[src/design/ssidx_pkg.sv]
// Shared constants and types for the scan-result network name extractor.
package ssidx_pkg;

  localparam int LEN_W         = 13;
  localparam int CNT_W         = 6;
  localparam int SLOT_W        = 5;
  localparam int CHAR_W        = 7;
  localparam int NAME_MAX      = 32;
  localparam int HDR_BYTES     = 12;
  localparam int REC_HDR_BYTES = 51;

  localparam int DEF_BUFFER_BYTES = 4096;
  localparam int DEF_MAX_RECORDS  = 32;

  localparam logic [7:0]       REC_VERSION     = 8'd109;
  localparam logic [7:0]       CHAR_LO         = 8'd32;
  localparam logic [7:0]       CHAR_HI         = 8'd126;
  localparam logic [CNT_W-1:0] MAX_NAMES_RESET = 6'd32;

  localparam logic [LEN_W-1:0] POS_COUNT_LO  = 13'd10;
  localparam logic [LEN_W-1:0] POS_COUNT_HI  = 13'd11;
  localparam logic [LEN_W-1:0] REL_VER0      = 13'd0;
  localparam logic [LEN_W-1:0] REL_VER3      = 13'd3;
  localparam logic [LEN_W-1:0] REL_LEN0      = 13'd4;
  localparam logic [LEN_W-1:0] REL_LEN1      = 13'd5;
  localparam logic [LEN_W-1:0] REL_LEN3      = 13'd7;
  localparam logic [LEN_W-1:0] REL_NAME_LEN  = 13'd18;
  localparam logic [LEN_W-1:0] REL_NAME0     = 13'd19;
  localparam logic [LEN_W-1:0] REL_LAST      = 13'd50;

  localparam logic RK_NAME    = 1'b0;
  localparam logic RK_SUMMARY = 1'b1;

  typedef enum logic [1:0] {
    PH_HEADER,
    PH_RECORD,
    PH_DONE
  } phase_t;

  function automatic logic is_printable(input logic [7:0] b);
    return (b >= CHAR_LO) && (b <= CHAR_HI);
  endfunction

endpackage

[src/design/scan_result_ssid_extractor.sv]
// Scan-result buffer parser that emits network name bytes and a per-buffer summary.
//
// The block takes one buffer byte per cycle. A byte that completes a record header
// whose name is emitted holds the input until every byte of the name (1 to 32) has
// left the 32-entry name store, one byte per cycle while the output is not stalled,
// through the output register. The final byte of a buffer holds the input until its
// summary is handed to the output register. All other bytes are taken back to back,
// also while a finished result waits in the output register.
module scan_result_ssid_extractor
  import ssidx_pkg::*;
#(
  parameter int BUFFER_BYTES = DEF_BUFFER_BYTES,
  parameter int MAX_RECORDS  = DEF_MAX_RECORDS
) (
  input  logic              clk,
  input  logic              rst_n,
  input  logic              cfg_wr_en,
  input  logic [CNT_W-1:0]  cfg_wr_data,
  input  logic              in_valid,
  output logic              in_stall,
  input  logic [7:0]        in_data_byte,
  input  logic [LEN_W-1:0]  in_buffer_length,
  output logic              out_valid,
  input  logic              out_stall,
  output logic              out_result_kind,
  output logic [SLOT_W-1:0] out_name_slot,
  output logic [CHAR_W-1:0] out_name_byte,
  output logic              out_name_end,
  output logic [CNT_W-1:0]  out_names_found,
  output logic [CNT_W-1:0]  out_records_seen,
  output logic [CNT_W-1:0]  out_records_skipped
);

  logic [CNT_W-1:0]  max_names_r;
  logic [LEN_W-1:0]  pos_r, pos_nxt;
  logic [LEN_W-1:0]  len_r, len_nxt;
  phase_t            phase_r, phase_nxt;
  logic [CNT_W-1:0]  left_r, left_nxt;
  logic [LEN_W-1:0]  start_r, start_nxt;
  logic [LEN_W-1:0]  rlen_r, rlen_nxt;
  logic              rlen_big_r, rlen_big_nxt;
  logic [31:0]       ver_r, ver_nxt;
  logic [7:0]        nlen_r, nlen_nxt;
  logic              name_ok_r, name_ok_nxt;
  logic [CNT_W-1:0]  found_r, found_nxt;
  logic [CNT_W-1:0]  seen_r, seen_nxt;
  logic [CNT_W-1:0]  skip_r, skip_nxt;

  logic [CHAR_W-1:0] name_store [NAME_MAX];
  logic              st_wr;
  logic [SLOT_W-1:0] st_addr;

  logic              emit_act_r, emit_act_nxt;
  logic [SLOT_W-1:0] emit_idx_r, emit_idx_nxt;
  logic [CNT_W-1:0]  emit_len_r, emit_len_nxt;
  logic [SLOT_W-1:0] emit_slot_r, emit_slot_nxt;
  logic              sum_pend_r, sum_pend_nxt;
  logic [CNT_W-1:0]  sum_found_r, sum_found_nxt;
  logic [CNT_W-1:0]  sum_seen_r, sum_seen_nxt;
  logic [CNT_W-1:0]  sum_skip_r, sum_skip_nxt;

  logic              out_valid_r, out_valid_nxt;
  logic              out_kind_r, out_kind_nxt;
  logic [SLOT_W-1:0] out_slot_r, out_slot_nxt;
  logic [CHAR_W-1:0] out_byte_r, out_byte_nxt;
  logic              out_end_r, out_end_nxt;
  logic [CNT_W-1:0]  out_found_r, out_found_nxt;
  logic [CNT_W-1:0]  out_seen_r, out_seen_nxt;
  logic [CNT_W-1:0]  out_skip_r, out_skip_nxt;

  logic              in_acc;
  logic              first;
  logic [LEN_W-1:0]  len_sat;
  logic [LEN_W-1:0]  rel;
  logic [LEN_W-1:0]  name_idx;
  logic [15:0]       cnt16;
  logic [CNT_W-1:0]  lim;
  logic              valid_rec;
  logic [LEN_W:0]    next14;
  logic [LEN_W+1:0]  next_hdr;
  logic              emit_start;
  logic              last;
  logic              out_free;
  logic              emit_last;

  assign in_stall = emit_act_r | sum_pend_r;
  assign in_acc   = in_valid & ~in_stall;
  assign first    = (pos_r == '0);

  always_comb begin
    len_sat = in_buffer_length;
    if (32'(in_buffer_length) > 32'(BUFFER_BYTES)) begin
      len_sat = LEN_W'(BUFFER_BYTES);
    end
    len_nxt      = first ? len_sat : len_r;
    phase_nxt    = phase_r;
    found_nxt    = found_r;
    seen_nxt     = seen_r;
    skip_nxt     = skip_r;
    if (first) begin
      phase_nxt = ((32'(len_sat) < (HDR_BYTES + REC_HDR_BYTES)) || (max_names_r == '0)) ?
                  PH_DONE : PH_HEADER;
      found_nxt = '0;
      seen_nxt  = '0;
      skip_nxt  = '0;
    end
    left_nxt     = left_r;
    start_nxt    = start_r;
    rlen_nxt     = rlen_r;
    rlen_big_nxt = rlen_big_r;
    ver_nxt      = ver_r;
    nlen_nxt     = nlen_r;
    name_ok_nxt  = name_ok_r;
    st_wr        = 1'b0;
    rel          = pos_r - start_r;
    name_idx     = rel - REL_NAME0;
    st_addr      = name_idx[SLOT_W-1:0];
    cnt16        = {in_data_byte, ver_r[7:0]};
    lim          = (max_names_r > CNT_W'(NAME_MAX)) ? CNT_W'(NAME_MAX) : max_names_r;
    valid_rec    = 1'b0;
    next14       = {1'b0, start_r} + {1'b0, rlen_r};
    next_hdr     = {1'b0, next14} + (LEN_W+2)'(REC_HDR_BYTES);
    emit_start   = 1'b0;

    if (phase_nxt == PH_HEADER) begin
      if (pos_r == POS_COUNT_LO) begin
        ver_nxt = {24'd0, in_data_byte};
      end else if (pos_r == POS_COUNT_HI) begin
        if (cnt16 == '0) begin
          left_nxt = CNT_W'(1);
        end else if (32'(cnt16) > 32'(MAX_RECORDS)) begin
          left_nxt = CNT_W'(MAX_RECORDS);
        end else begin
          left_nxt = cnt16[CNT_W-1:0];
        end
        start_nxt = LEN_W'(HDR_BYTES);
        phase_nxt = (32'(len_nxt) < (HDR_BYTES + REC_HDR_BYTES)) ? PH_DONE : PH_RECORD;
      end
    end else if (phase_nxt == PH_RECORD && pos_r >= start_r) begin
      if (rel == REL_VER0) begin
        ver_nxt = {24'd0, in_data_byte};
      end else if (rel <= REL_VER3) begin
        ver_nxt[8*rel[1:0] +: 8] = in_data_byte;
      end else if (rel == REL_LEN0) begin
        rlen_nxt     = {5'd0, in_data_byte};
        rlen_big_nxt = 1'b0;
      end else if (rel == REL_LEN1) begin
        rlen_nxt[LEN_W-1:8] = in_data_byte[LEN_W-9:0];
        rlen_big_nxt        = |in_data_byte[7:LEN_W-8];
      end else if (rel <= REL_LEN3) begin
        rlen_big_nxt = rlen_big_r | (|in_data_byte);
      end else if (rel == REL_NAME_LEN) begin
        nlen_nxt    = in_data_byte;
        name_ok_nxt = (in_data_byte >= 8'd1) && (32'(in_data_byte) <= NAME_MAX);
      end else if (rel >= REL_NAME0 && rel <= REL_LAST) begin
        st_wr = 1'b1;
        if ((name_idx < {5'd0, nlen_r}) && !is_printable(in_data_byte)) begin
          name_ok_nxt = 1'b0;
        end
      end
      if (rel == REL_LAST) begin
        valid_rec = name_ok_nxt &&
                    ((ver_r == {24'd0, REC_VERSION}) || (ver_r == {REC_VERSION, 24'd0}));
        seen_nxt = seen_r + 1'b1;
        if (!valid_rec) begin
          skip_nxt = skip_r + 1'b1;
        end else if (found_r < lim) begin
          emit_start = 1'b1;
          found_nxt  = found_r + 1'b1;
        end
        left_nxt = (left_r != '0) ? left_r - 1'b1 : left_r;
        if (rlen_big_r || (32'(rlen_r) < REC_HDR_BYTES) || (next14 > {1'b0, len_nxt}) ||
            (left_nxt == '0) || (next_hdr > {2'b0, len_nxt})) begin
          phase_nxt = PH_DONE;
        end else begin
          start_nxt = next14[LEN_W-1:0];
        end
      end
    end

    last    = ({1'b0, pos_r} + 1'b1) >= {1'b0, len_nxt};
    pos_nxt = last ? '0 : pos_r + 1'b1;
  end

  always_comb begin
    out_free      = ~out_valid_r | ~out_stall;
    emit_last     = ({1'b0, emit_idx_r} + 1'b1) == emit_len_r;
    emit_act_nxt  = emit_act_r;
    emit_idx_nxt  = emit_idx_r;
    emit_len_nxt  = emit_len_r;
    emit_slot_nxt = emit_slot_r;
    sum_pend_nxt  = sum_pend_r;
    sum_found_nxt = sum_found_r;
    sum_seen_nxt  = sum_seen_r;
    sum_skip_nxt  = sum_skip_r;
    out_valid_nxt = out_valid_r;
    out_kind_nxt  = out_kind_r;
    out_slot_nxt  = out_slot_r;
    out_byte_nxt  = out_byte_r;
    out_end_nxt   = out_end_r;
    out_found_nxt = out_found_r;
    out_seen_nxt  = out_seen_r;
    out_skip_nxt  = out_skip_r;

    if (out_free) begin
      out_valid_nxt = 1'b0;
      if (emit_act_r) begin
        out_valid_nxt = 1'b1;
        out_kind_nxt  = RK_NAME;
        out_slot_nxt  = emit_slot_r;
        out_end_nxt   = emit_last;
        out_found_nxt = '0;
        out_seen_nxt  = '0;
        out_skip_nxt  = '0;
        emit_idx_nxt  = emit_idx_r + 1'b1;
        if (emit_last) begin
          emit_act_nxt = 1'b0;
        end
      end else if (sum_pend_r) begin
        out_valid_nxt = 1'b1;
        out_kind_nxt  = RK_SUMMARY;
        out_slot_nxt  = '0;
        out_byte_nxt  = '0;
        out_end_nxt   = 1'b0;
        out_found_nxt = sum_found_r;
        out_seen_nxt  = sum_seen_r;
        out_skip_nxt  = sum_skip_r;
        sum_pend_nxt  = 1'b0;
      end
    end

    if (in_acc) begin
      if (emit_start) begin
        emit_act_nxt  = 1'b1;
        emit_idx_nxt  = '0;
        emit_len_nxt  = nlen_nxt[CNT_W-1:0];
        emit_slot_nxt = found_r[SLOT_W-1:0];
      end
      if (last) begin
        sum_pend_nxt  = 1'b1;
        sum_found_nxt = found_nxt;
        sum_seen_nxt  = seen_nxt;
        sum_skip_nxt  = skip_nxt;
      end
    end
  end

  always_ff @(posedge clk) begin
    if (st_wr && in_acc) begin
      name_store[st_addr] <= in_data_byte[CHAR_W-1:0];
    end
    if (out_free && emit_act_r) begin
      out_byte_r <= name_store[emit_idx_r];
    end else begin
      out_byte_r <= out_byte_nxt;
    end
  end

  always_ff @(posedge clk) begin
    if (!rst_n) begin
      max_names_r <= MAX_NAMES_RESET;
      pos_r       <= '0;
      len_r       <= '0;
      phase_r     <= PH_HEADER;
      found_r     <= '0;
      seen_r      <= '0;
      skip_r      <= '0;
      emit_act_r  <= 1'b0;
      sum_pend_r  <= 1'b0;
      out_valid_r <= 1'b0;
    end else begin
      if (cfg_wr_en) begin
        max_names_r <= cfg_wr_data;
      end
      if (in_acc) begin
        pos_r   <= pos_nxt;
        len_r   <= len_nxt;
        phase_r <= phase_nxt;
        found_r <= found_nxt;
        seen_r  <= seen_nxt;
        skip_r  <= skip_nxt;
      end
      emit_act_r  <= emit_act_nxt;
      sum_pend_r  <= sum_pend_nxt;
      out_valid_r <= out_valid_nxt;
    end
  end

  always_ff @(posedge clk) begin
    if (in_acc) begin
      left_r     <= left_nxt;
      start_r    <= start_nxt;
      rlen_r     <= rlen_nxt;
      rlen_big_r <= rlen_big_nxt;
      ver_r      <= ver_nxt;
      nlen_r     <= nlen_nxt;
      name_ok_r  <= name_ok_nxt;
    end
    emit_idx_r  <= emit_idx_nxt;
    emit_len_r  <= emit_len_nxt;
    emit_slot_r <= emit_slot_nxt;
    sum_found_r <= sum_found_nxt;
    sum_seen_r  <= sum_seen_nxt;
    sum_skip_r  <= sum_skip_nxt;
    out_kind_r  <= out_kind_nxt;
    out_slot_r  <= out_slot_nxt;
    out_end_r   <= out_end_nxt;
    out_found_r <= out_found_nxt;
    out_seen_r  <= out_seen_nxt;
    out_skip_r  <= out_skip_nxt;
  end

  assign out_valid           = out_valid_r;
  assign out_result_kind     = out_kind_r;
  assign out_name_slot       = out_slot_r;
  assign out_name_byte       = out_byte_r;
  assign out_name_end        = out_end_r;
  assign out_names_found     = out_found_r;
  assign out_records_seen    = out_seen_r;
  assign out_records_skipped = out_skip_r;

  // A name transaction always carries a printable byte.
  a_name_printable: assert property (@(posedge clk) disable iff (!rst_n)
    (out_valid && out_result_kind == RK_NAME) |->
      (out_name_byte >= CHAR_LO[CHAR_W-1:0]) && (out_name_byte <= CHAR_HI[CHAR_W-1:0]))
    else $error("name byte outside the printable range");

  // Summary counts stay consistent with each other.
  a_summary_counts: assert property (@(posedge clk) disable iff (!rst_n)
    (out_valid && out_result_kind == RK_SUMMARY) |->
      (out_names_found <= CNT_W'(NAME_MAX)) && (out_records_skipped <= out_records_seen) &&
      (out_names_found <= out_records_seen))
    else $error("inconsistent summary counts");

  // The name emitter never runs past the length it was started with.
  a_emit_bound: assert property (@(posedge clk) disable iff (!rst_n)
    emit_act_r |-> (({1'b0, emit_idx_r} < emit_len_r) && (emit_len_r <= CNT_W'(NAME_MAX))))
    else $error("name emitter index out of range");

  // A name's last byte ends the emission unless a stall holds it.
  a_emit_ends: assert property (@(posedge clk) disable iff (!rst_n)
    (emit_act_r && out_free && emit_last) |=> !emit_act_r)
    else $error("name emitter did not stop after the last byte");

endmodule

[config.mk]
export PLATFORM = sky130hd
export DESIGN_NAME = scan_result_ssid_extractor
export DESIGN_NICKNAME = d
export VERILOG_FILES = /design/src/design/ssidx_pkg.sv /design/src/design/scan_result_ssid_extractor.sv
export SDC_FILE = /design/constraint.sdc
export NUM_CORES = 1
export LEC_CHECK = 0
export ABC_AREA = 0
export BUFFER_PORTS_ARGS = -buffer_cell sky130_fd_sc_hd__buf_2
export CAP_MARGIN = 20
export CORE_MARGIN = 5
export CORE_UTILIZATION = 65
export DETAILED_ROUTE_END_ITERATION = 16
export MAX_ROUTING_LAYER = met4
export PLACE_DENSITY = 0.94
export SYNTH_ARGS = -nofsm -noshare
export SYNTH_HDL_FRONTEND = slang
export SYNTH_SLANG_ARGS = --single-unit
[constraint.sdc]
create_clock -name clk -period 9.55 [get_ports clk]
set_input_delay 1.91 -clock clk [delete_from_list [all_inputs] [get_ports clk]]
set_output_delay 1.91 -clock clk [all_outputs]
set_load 0.02 [all_outputs]
==> results of run 1 <==
[cells by family (layout without fill, tap and decap cells)]
kind of cell	after synthesis	in the layout
DFF	419	419
adders and majority gates	95	95
AOI/OAI and AO/OA	380	380
and+or+nand+nor	544	544
xor gates and xnor gates	58	58
other	0	1
buffers and inverters	142	231
muxes	107	107
[flip-flops by register name (all words and copies together) (netlist names), 7 cells and up]
| signal | flops |
|---|---|
| name_store | 224 |
| ver_r | 32 |
| len_r | 13 |
| pos_r | 13 |
| rlen_r | 13 |
| start_r | 13 |
| nlen_r | 8 |
| out_name_byte | 7 |
[worst max-delay path, cell delays in order, from the launching register on]
cell,delay (ns)
dfxtp_1,0.40
inv_1,0.14
ha_1,0.25
fa_1,0.43
nand2b_1,0.23
a21oi_1,0.20
xnor2_1,0.32
o31a_1,0.31
a21o_1,0.18
inv_1,0.13
ha_1,0.33
a21o_1,0.17
a21oi_1,0.16
o21ai_0,0.14
a21o_1,0.22
a211oi_1,0.25
nand4_1,0.24
o311a_1,0.40
o211ai_1,0.84
o21ai_0,0.19
[power by group]
group	switching [W]	leakage (nW)	internal (W)
clock network	0.000732	0.655	0.000920
registers	0.00000817	3.73	0.00200
logic	0.000212	4.01	0.0000976
total	0.000952	8.39	0.00302
[cell type report]
| cell class | count | area (um2) |
|---|---|---|
| inverter | 68 | 255 |
| fill | 1897 | 8690 |
| antenna | 1 | 2.50 |
| clock inverter | 21 | 248 |
| multi-input combinational | 1184 | 8410 |
| timing repair buffer | 85 | 510 |
| sequential | 419 | 12000 |
| clock buffer | 57 | 1120 |
| tap | 402 | 503 |
[synthesized netlist by cell type, drive strengths merged, types with 8 or more instances]
| master | instances | area share [%] |
|---|---|---|
| a211oi | 35 | 1.3 |
| a21o | 27 | 0.97 |
| a21oi | 108 | 2.6 |
| a22oi | 11 | 0.39 |
| a31oi | 11 | 0.33 |
| and2 | 24 | 0.72 |
| buf | 18 | 0.48 |
| clkbuf | 56 | 1.0 |
| dfxtp | 60 | 5.7 |
| edfxtp | 359 | 51 |
| ha | 93 | 5.6 |
| inv | 67 | 1.2 |
| mux2 | 25 | 1.3 |
| mux2i | 54 | 2.6 |
| mux4 | 28 | 3.0 |
| nand2 | 90 | 1.6 |
| nand2b | 21 | 0.63 |
| nand3 | 46 | 1.1 |
| nand4 | 31 | 0.93 |
| nor2 | 159 | 2.9 |
| nor2b | 49 | 1.5 |
| nor3 | 42 | 1.0 |
| nor3b | 12 | 0.43 |
| nor4 | 20 | 0.60 |
| o211ai | 8 | 0.29 |
| o21a | 15 | 0.54 |
| o21ai | 67 | 1.6 |
| o221ai | 14 | 0.59 |
| o22ai | 22 | 0.66 |
| or2 | 9 | 0.27 |
| or3 | 10 | 0.32 |
| or4 | 11 | 0.39 |
| xnor2 | 29 | 1.2 |
| xor2 | 29 | 1.2 |
[final timing paths]
| path | slack, ns | start | endpoint | cells after the start |
|---|---|---|---|---|
| setup / recovery | 3.77 | pos_r[0] | sum_found_r[1] | 19 |
| hold / removal | 0.48 | sum_pend_r | sum_pend_r | 2 |
| setup reg to reg | 3.77 | pos_r[0] | sum_found_r[1] | 19 |
| hold reg to reg | 0.48 | sum_pend_r | sum_pend_r | 2 |
[per-stage QoR]
step	cells	hold slack, ns	instance area, um2	worst slack [ns]	power, W
global placement	2151	0.475	21600	3.90	0.00232
floorplan	1745	0.435	20900	3.65	0.00224
finish	2237	0.481	23000	3.77	0.00397
CTS	2229	0.479	22900	3.91	0.00394
detailed placement	2151	0.470	21600	3.70	0.00233
global route	2237	0.498	23000	3.37	0.00407
[placed cells by master (no fill, tap or decap), types with 15 or more instances in the layout]
cell type / Yosys / layout
a211oi_1: 34 / 34
a21o_1: 27 / 27
a21oi_1: 108 / 108
and2_1: 24 / 24
buf_2: 2 / 65
clkbuf_16: 0 / 43
dfxtp_1: 60 / 58
edfxtp_1: 359 / 359
ha_1: 93 / 93
inv_1: 66 / 66
mux2_2: 25 / 25
mux2i_1: 54 / 54
mux4_2: 28 / 28
nand2_1: 90 / 90
nand2b_1: 21 / 21
nand3_1: 46 / 46
nand4_1: 31 / 31
nor2_1: 157 / 156
nor2b_1: 49 / 49
nor3_1: 42 / 41
nor4_1: 20 / 20
o21a_1: 15 / 15
o21ai_0: 63 / 63
o22ai_1: 22 / 22
xnor2_1: 29 / 29
xor2_1: 29 / 29
[routing by layer]
metal  part of all wire, %  global-route usage [%]  vias up  wire, um
met3                    11                    4.63      226      5510
met1                    37                    37.1     7364     19400
met4                   3.9                    9.29        0      2050
li1                      -                       -     6747         -
met5                     0                       -        -         0
met2                    48                    47.4     1142     25100
==> run_summary.xml, run 1 <==
<?xml version="1.0" encoding="UTF-8"?>
<metrics>
  <group name="timing">
    <metric name="slew_viol_final" unit="">0</metric>
    <metric name="finalWorstPathRequiredPeriod" unit="ns">5.78</metric>
    <metric name="hold_violations" unit="">0</metric>
    <metric name="fin_tns_setup" unit="ns">0</metric>
    <metric name="tightest_slew" unit="ns">1.09</metric>
    <metric name="setup_failing_eps_final" unit="">0</metric>
    <metric name="finClkSkew" unit="ns">0.0526</metric>
    <metric name="timing.fmax" unit="MHz">173</metric>
    <metric name="worst_slew_margin_rel" unit="%">27.5</metric>
    <metric name="setup_repair_after_global_routing_missed_its_margin" unit="">no</metric>
    <metric name="final_period_util" unit="%">60.6</metric>
  </group>
  <group name="clock_network">
    <metric name="cts.clk_slew.worst_paths" unit="ns">0.06</metric>
    <metric name="clkSinkCount" unit="">419</metric>
    <metric name="setup_fix_buffers_added_after_clock_tree_synthesis" unit="">0</metric>
    <metric name="post_cts_resize_count" unit="">0</metric>
    <metric name="ctsLongestPathBuffers" unit="">3</metric>
    <metric name="ctsRootBufferMaster" unit="">clkbuf_16</metric>
    <metric name="count_of_hold_buffers_inserted_by_post_cts_repair" unit="">0</metric>
    <metric name="worstSkewPairLatency" unit="ns">0.59</metric>
    <metric name="tritoncts_clock_tree" unit="">built</metric>
    <metric name="htreeDepth" unit="">2</metric>
    <metric name="cts_buffers" unit="">42</metric>
  </group>
  <group name="synth">
    <metric name="synthDistinctLibCells" unit="">78</metric>
    <metric name="synth-compound-area-share" unit="%">11.9</metric>
    <metric name="synth.cell_area" unit="um2">20900</metric>
    <metric name="synth_area_per_cell" unit="um2">12.0</metric>
    <metric name="main_combinational_cell_family_by_area_after_synthesis" unit="">simple AND/OR/NAND/NOR gates</metric>
    <metric name="synth_top_flop_cell" unit="">edfxtp_1</metric>
    <metric name="synth_simple_gate_area_share" unit="%">13.1</metric>
    <metric name="mappedNetlistNets" unit="">1872</metric>
    <metric name="seq_area_frac_synth" unit="%">57.2</metric>
    <metric name="synth.area.mux_share" unit="%">6.94</metric>
    <metric name="synth-xor-area-share" unit="%">2.43</metric>
    <metric name="postSynthCellCount" unit="">1745</metric>
    <metric name="number_of_enable_flip_flop_cells_after_synthesis" unit="">359</metric>
    <metric name="synth-adder-area-share" unit="%">5.75</metric>
    <metric name="synth-warning-count" unit="">0</metric>
    <metric name="ys_ff_latch" unit="">419</metric>
    <metric name="asyncSetResetFlopFracSynth" unit="%">0</metric>
  </group>
  <group name="die">
    <metric name="placeableCoreArea" unit="um2">31700</metric>
    <metric name="die-area" unit="um2">35900</metric>
    <metric name="die_extent_in_x" unit="um">189</metric>
    <metric name="top_level_ports" unit="">66</metric>
    <metric name="placement_rows" unit="">65</metric>
    <metric name="start_util" unit="%">66.0</metric>
    <metric name="die_y" unit="um">189</metric>
  </group>
  <group name="global_routing">
    <metric name="global_route_wire_length_before_repair" unit="um">80400</metric>
    <metric name="overflow" unit="">0</metric>
    <metric name="largest_net_degree_at_the_start_of_global_routing" unit="">53</metric>
    <metric name="globalRouteTotalUtil" unit="%">28.8</metric>
    <metric name="grt_pass1_vias" unit="">15000</metric>
    <metric name="antenna_found_initial" unit="">1</metric>
  </group>
  <group name="cells_and_area">
    <metric name="core_utilization_of_the_finished_layout" unit="%">72.6</metric>
    <metric name="area_delta_synth_final" unit="%">9.97</metric>
    <metric name="drive_gt1_share" unit="%">11.9</metric>
    <metric name="design.final.nets" unit="">1927</metric>
  </group>
  <group name="power_and_ir_drop">
    <metric name="power.density_cell_area" unit="nW/um2">172</metric>
    <metric name="leakage" unit="nW">8.39</metric>
    <metric name="vdd.ir_drop.worst" unit="uV">135</metric>
  </group>
  <group name="placed_design">
    <metric name="port_buffers" unit="">65</metric>
    <metric name="gp_congestion" unit="">0.944</metric>
    <metric name="detailed_place_hpwl" unit="um">32400</metric>
  </group>
  <group name="run_status">
    <metric name="outcome" unit="">complete, no violations</metric>
  </group>
  <group name="worst_setup_path">
    <metric name="criticalPathCategory" unit="">flop to flop</metric>
    <metric name="worstPathArrival" unit="ns">6.06</metric>
    <metric name="timing.critical_path.fanout_max" unit="">14</metric>
    <metric name="worst_setup_path_start_kind" unit="">flop</metric>
    <metric name="required" unit="ns">9.82</metric>
    <metric name="critical_path.endpoint_type" unit="">flop</metric>
  </group>
  <group name="detailed_routing">
    <metric name="detailedRoute.firstPassIterationCount" unit="">6</metric>
    <metric name="final_antenna_net_count" unit="">0</metric>
    <metric name="detailedRoute.firstIterationViolations" unit="">2548</metric>
    <metric name="route.vias.total" unit="">15500</metric>
    <metric name="detail_route.wirelength" unit="um">52000</metric>
    <metric name="drc_violations_left" unit="">0</metric>
    <metric name="wire_per_inst" unit="um">23.2</metric>
    <metric name="avgViaCountPerCell" unit="">6.92</metric>
  </group>
  <group name="run">
    <metric name="max-cap-violations" unit="">0</metric>
  </group>
  <group name="hold_path">
    <metric name="worst_hold_path_type" unit="">flop to flop</metric>
  </group>
</metrics>
(Power assumes the default switching activity.)
==> run 2: changes to the inputs <==
--- a/config.mk
+++ b/config.mk
@@ -9,10 +9,10 @@
 export BUFFER_PORTS_ARGS = -buffer_cell sky130_fd_sc_hd__buf_2
 export CAP_MARGIN = 20
 export CORE_MARGIN = 5
-export CORE_UTILIZATION = 65
+export CORE_UTILIZATION = 63
 export DETAILED_ROUTE_END_ITERATION = 16
 export MAX_ROUTING_LAYER = met4
-export PLACE_DENSITY = 0.94
+export PLACE_DENSITY = 0.92
 export SYNTH_ARGS = -nofsm -noshare
 export SYNTH_HDL_FRONTEND = slang
 export SYNTH_SLANG_ARGS = --single-unit
==> constraint.sdc (replaced) <==
create_clock -name clk -period 5.6 [get_ports clk]
set_input_delay 1.12 -clock clk [delete_from_list [all_inputs] [get_ports clk]]
set_output_delay 1.12 -clock clk [all_outputs]
set_load 0.02 [all_outputs]
==> run 2 against run 1 <==
First-iteration DRC count shrank 2.3%. Cell area grew 2.2%. Largest cell class unchanged. Power grew 78%. Global-route usage grew 0.29 points. Register-to-register slack lost 3.5 ns. Clock skew shrank 0.0088 ns. Combinational power grew 78%. Clock-buffer cell count shrank 3. Clock power grew 86%.
==> run_summary.xml, run 2 (synthesized netlist as in run 1, its figures left out) <==
<?xml version="1.0" encoding="UTF-8"?>
<metrics>
  <group name="run_status">
    <metric name="outcome" unit="">complete, no violations</metric>
  </group>
  <group name="clock_network">
    <metric name="worstSkewPairLatency" unit="ns">0.58</metric>
    <metric name="cts.clk_slew.worst_paths" unit="ns">0.06</metric>
    <metric name="tritoncts_clock_tree" unit="">built</metric>
    <metric name="htreeDepth" unit="">2</metric>
    <metric name="cts_buffers" unit="">43</metric>
    <metric name="ctsRootBufferMaster" unit="">clkbuf_16</metric>
    <metric name="clkSinkCount" unit="">419</metric>
    <metric name="ctsLongestPathBuffers" unit="">3</metric>
    <metric name="count_of_hold_buffers_inserted_by_post_cts_repair" unit="">0</metric>
  </group>
  <group name="placed_design">
    <metric name="placed_cells" unit="">2229</metric>
    <metric name="port_buffers" unit="">65</metric>
    <metric name="detailed_place_hpwl" unit="um">33500</metric>
    <metric name="gp_congestion" unit="">0.929</metric>
    <metric name="place_worst_setup_slack" unit="ns">0.300</metric>
  </group>
  <group name="global_routing">
    <metric name="antenna_found_initial" unit="">1</metric>
    <metric name="overflow" unit="">0</metric>
    <metric name="grt_pass1_vias" unit="">15000</metric>
    <metric name="largest_net_degree_at_the_start_of_global_routing" unit="">54</metric>
    <metric name="global_route_wire_length_before_repair" unit="um">82400</metric>
    <metric name="globalRouteTotalUtil" unit="%">29.1</metric>
  </group>
  <group name="worst_setup_path">
    <metric name="criticalPathCategory" unit="">flop to flop</metric>
    <metric name="crit_path_start" unit="">pos_r[0]</metric>
    <metric name="critical_path.endpoint_type" unit="">flop</metric>
    <metric name="r2r-end" unit="">sum_found_r[5]</metric>
    <metric name="rr_worst_depth" unit="">19</metric>
    <metric name="worst_setup_path_start_kind" unit="">flop</metric>
    <metric name="rrSetupSlack" unit="ns">0.24</metric>
    <metric name="worstPathArrival" unit="ns">5.67</metric>
    <metric name="r2r_start" unit="">pos_r[0]</metric>
    <metric name="required" unit="ns">5.92</metric>
    <metric name="timing.critical_path.fanout_max" unit="">6</metric>
  </group>
  <group name="timing">
    <metric name="hold_violations" unit="">0</metric>
    <metric name="worst_slew_margin_rel" unit="%">18.8</metric>
    <metric name="fin_tns_setup" unit="ns">0</metric>
    <metric name="setup_failing_eps_final" unit="">0</metric>
    <metric name="setup_repair_after_global_routing_missed_its_margin" unit="">no</metric>
    <metric name="finClkSkew" unit="ns">0.0438</metric>
    <metric name="tightest_slew" unit="ns">1.20</metric>
    <metric name="final.setup.worst_slack" unit="ns">0.243</metric>
    <metric name="slew_viol_final" unit="">0</metric>
    <metric name="finalWorstPathRequiredPeriod" unit="ns">5.36</metric>
    <metric name="timing.fmax" unit="MHz">187</metric>
    <metric name="final_period_util" unit="%">95.7</metric>
  </group>
  <group name="detailed_routing">
    <metric name="route.vias.total" unit="">15500</metric>
    <metric name="wire_per_inst" unit="um">22.8</metric>
    <metric name="detail_route.wirelength" unit="um">52700</metric>
    <metric name="drc_violations_left" unit="">0</metric>
    <metric name="avgViaCountPerCell" unit="">6.71</metric>
    <metric name="detailedRoute.firstPassIterationCount" unit="">6</metric>
    <metric name="final_antenna_net_count" unit="">0</metric>
    <metric name="detailedRoute.firstIterationViolations" unit="">2490</metric>
  </group>
  <group name="die">
    <metric name="placement_rows" unit="">66</metric>
    <metric name="die-area" unit="um2">37000</metric>
    <metric name="die_y" unit="um">192</metric>
    <metric name="die_extent_in_x" unit="um">192</metric>
    <metric name="top_level_ports" unit="">66</metric>
    <metric name="start_util" unit="%">64.0</metric>
    <metric name="placeableCoreArea" unit="um2">32700</metric>
  </group>
  <group name="cells_and_area">
    <metric name="drive_gt1_share" unit="%">14.5</metric>
    <metric name="layout_commonest_cell" unit="">edfxtp_1</metric>
    <metric name="area_delta_synth_final" unit="%">12.4</metric>
    <metric name="largest_reg_by_ff_count" unit="">name_store</metric>
    <metric name="instances_no_fill" unit="">2315</metric>
    <metric name="max_ffs_per_register" unit="">224</metric>
    <metric name="design.final.nets" unit="">1966</metric>
    <metric name="layout_common_cells" unit="">edfxtp_1 (359), nor2_1 (156), a21oi_1 (108)</metric>
    <metric name="core_utilization_of_the_finished_layout" unit="%">72.0</metric>
    <metric name="layout_top_registers" unit="">name_store (224), ver_r (32)</metric>
  </group>
  <group name="power_and_ir_drop">
    <metric name="post-layout-total-power" unit="W">0.00705</metric>
    <metric name="vdd.ir_drop.worst" unit="uV">269</metric>
    <metric name="leakage" unit="nW">8.67</metric>
    <metric name="power.density_cell_area" unit="nW/um2">299</metric>
  </group>
  <group name="hold_path">
    <metric name="hold_path_end" unit="">out_valid</metric>
    <metric name="worst_hold_path_type" unit="">flop to flop</metric>
    <metric name="hold_path_startpoint" unit="">out_valid</metric>
    <metric name="whs_path_depth" unit="">2</metric>
  </group>
  <group name="run">
    <metric name="max-cap-violations" unit="">0</metric>
  </group>
</metrics>
==> run 2: cell count changes in the layout (fill, tap and decap cells not counted), sizes merged <==
| cell | previous run | this run |
|---|---|---|
| inv | 70 | 69 |
| clkinvlp | 1 | 5 |
| buf | 82 | 123 |
| bufinv | 3 | 7 |
| clkbuf | 60 | 54 |
| clkinv | 15 | 11 |
==> run 2: through the flow <==
step                      instance area [um2]  hold WS [ns]
after CTS                               23400         0.502
after floorplan                         20900         0.435
after detailed placement                21900         0.480
after global placement                  21900         0.472
final                                   23500         0.500
after global routing                    23500         0.524
==> run 2: timing repair <==
action | in CTS | in global routing
setup endpoints to repair | 0 | 45
resized for setup | 0 | 5
buffers inserted | 0 | 4
==> run 2: metal layers <==
layer / part of all wire (%) / GRT usage [%] / up-vias
li1: - / - / 6830
met1: 38 / 38.1 / 7402
met2: 48 / 46.1 / 1085
met3: 10 / 4.85 / 225
met4: 4.5 / 11.4 / 0
met5: 0 / - / -
==> run 2: worst max-delay path, cell delays in order, from the launching register on <==
cell and delay (ns):
dfxtp_1 0.40, inv_1 0.13, ha_1 0.24, fa_2 0.60, inv_1 0.13, ha_1 0.30, o31a_1 0.39, a21o_1 0.24
inv_1 0.16, ha_1 0.28, a21o_1 0.18, a21oi_1 0.15, o21ai_0 0.10, a21o_1 0.19, a211oi_1 0.24, nand4_1 0.21
o31a_1 0.35, o2111ai_4 0.27, mux2_2 0.37, a21o_1 0.18
==> run 2: cell type report <==
class	instances	area [um2]
Sequential cell	419	12000
Fill cell	1987	9160
Multi-Input combinational cell	1184	8430
Clock buffer	54	1160
Timing Repair Buffer	123	793
Tap cell	442	553
Clock inverter	24	364
Inverter	68	255
Antenna cell	1	2.50
==> run 2: worst max-delay path by stage <==
stage	endpoint	slack, ns	depth (start not counted)
5_1_grt	sum_skip_r[3]	0.00007	19
6_report	sum_found_r[5]	0.24	19
3_5_place_dp	sum_found_r[5]	0.30	20
3_3_place_gp	sum_found_r[5]	0.47	20
2_1_floorplan	start_r[0]	0.47	17
4_1_cts	sum_found_r[4]	0.1	20
==> run 2: where the power goes <==
part / leakage (nW) / total, W / switching [W] / internal [W]
clock network: 0.728 / 0.00307 / 0.00126 / 0.00181
registers: 3.73 / 0.00342 / 0.0000134 / 0.00341
logic: 4.21 / 0.000551 / 0.000373 / 0.000179
total: 8.67 / 0.00705 / 0.00164 / 0.00540
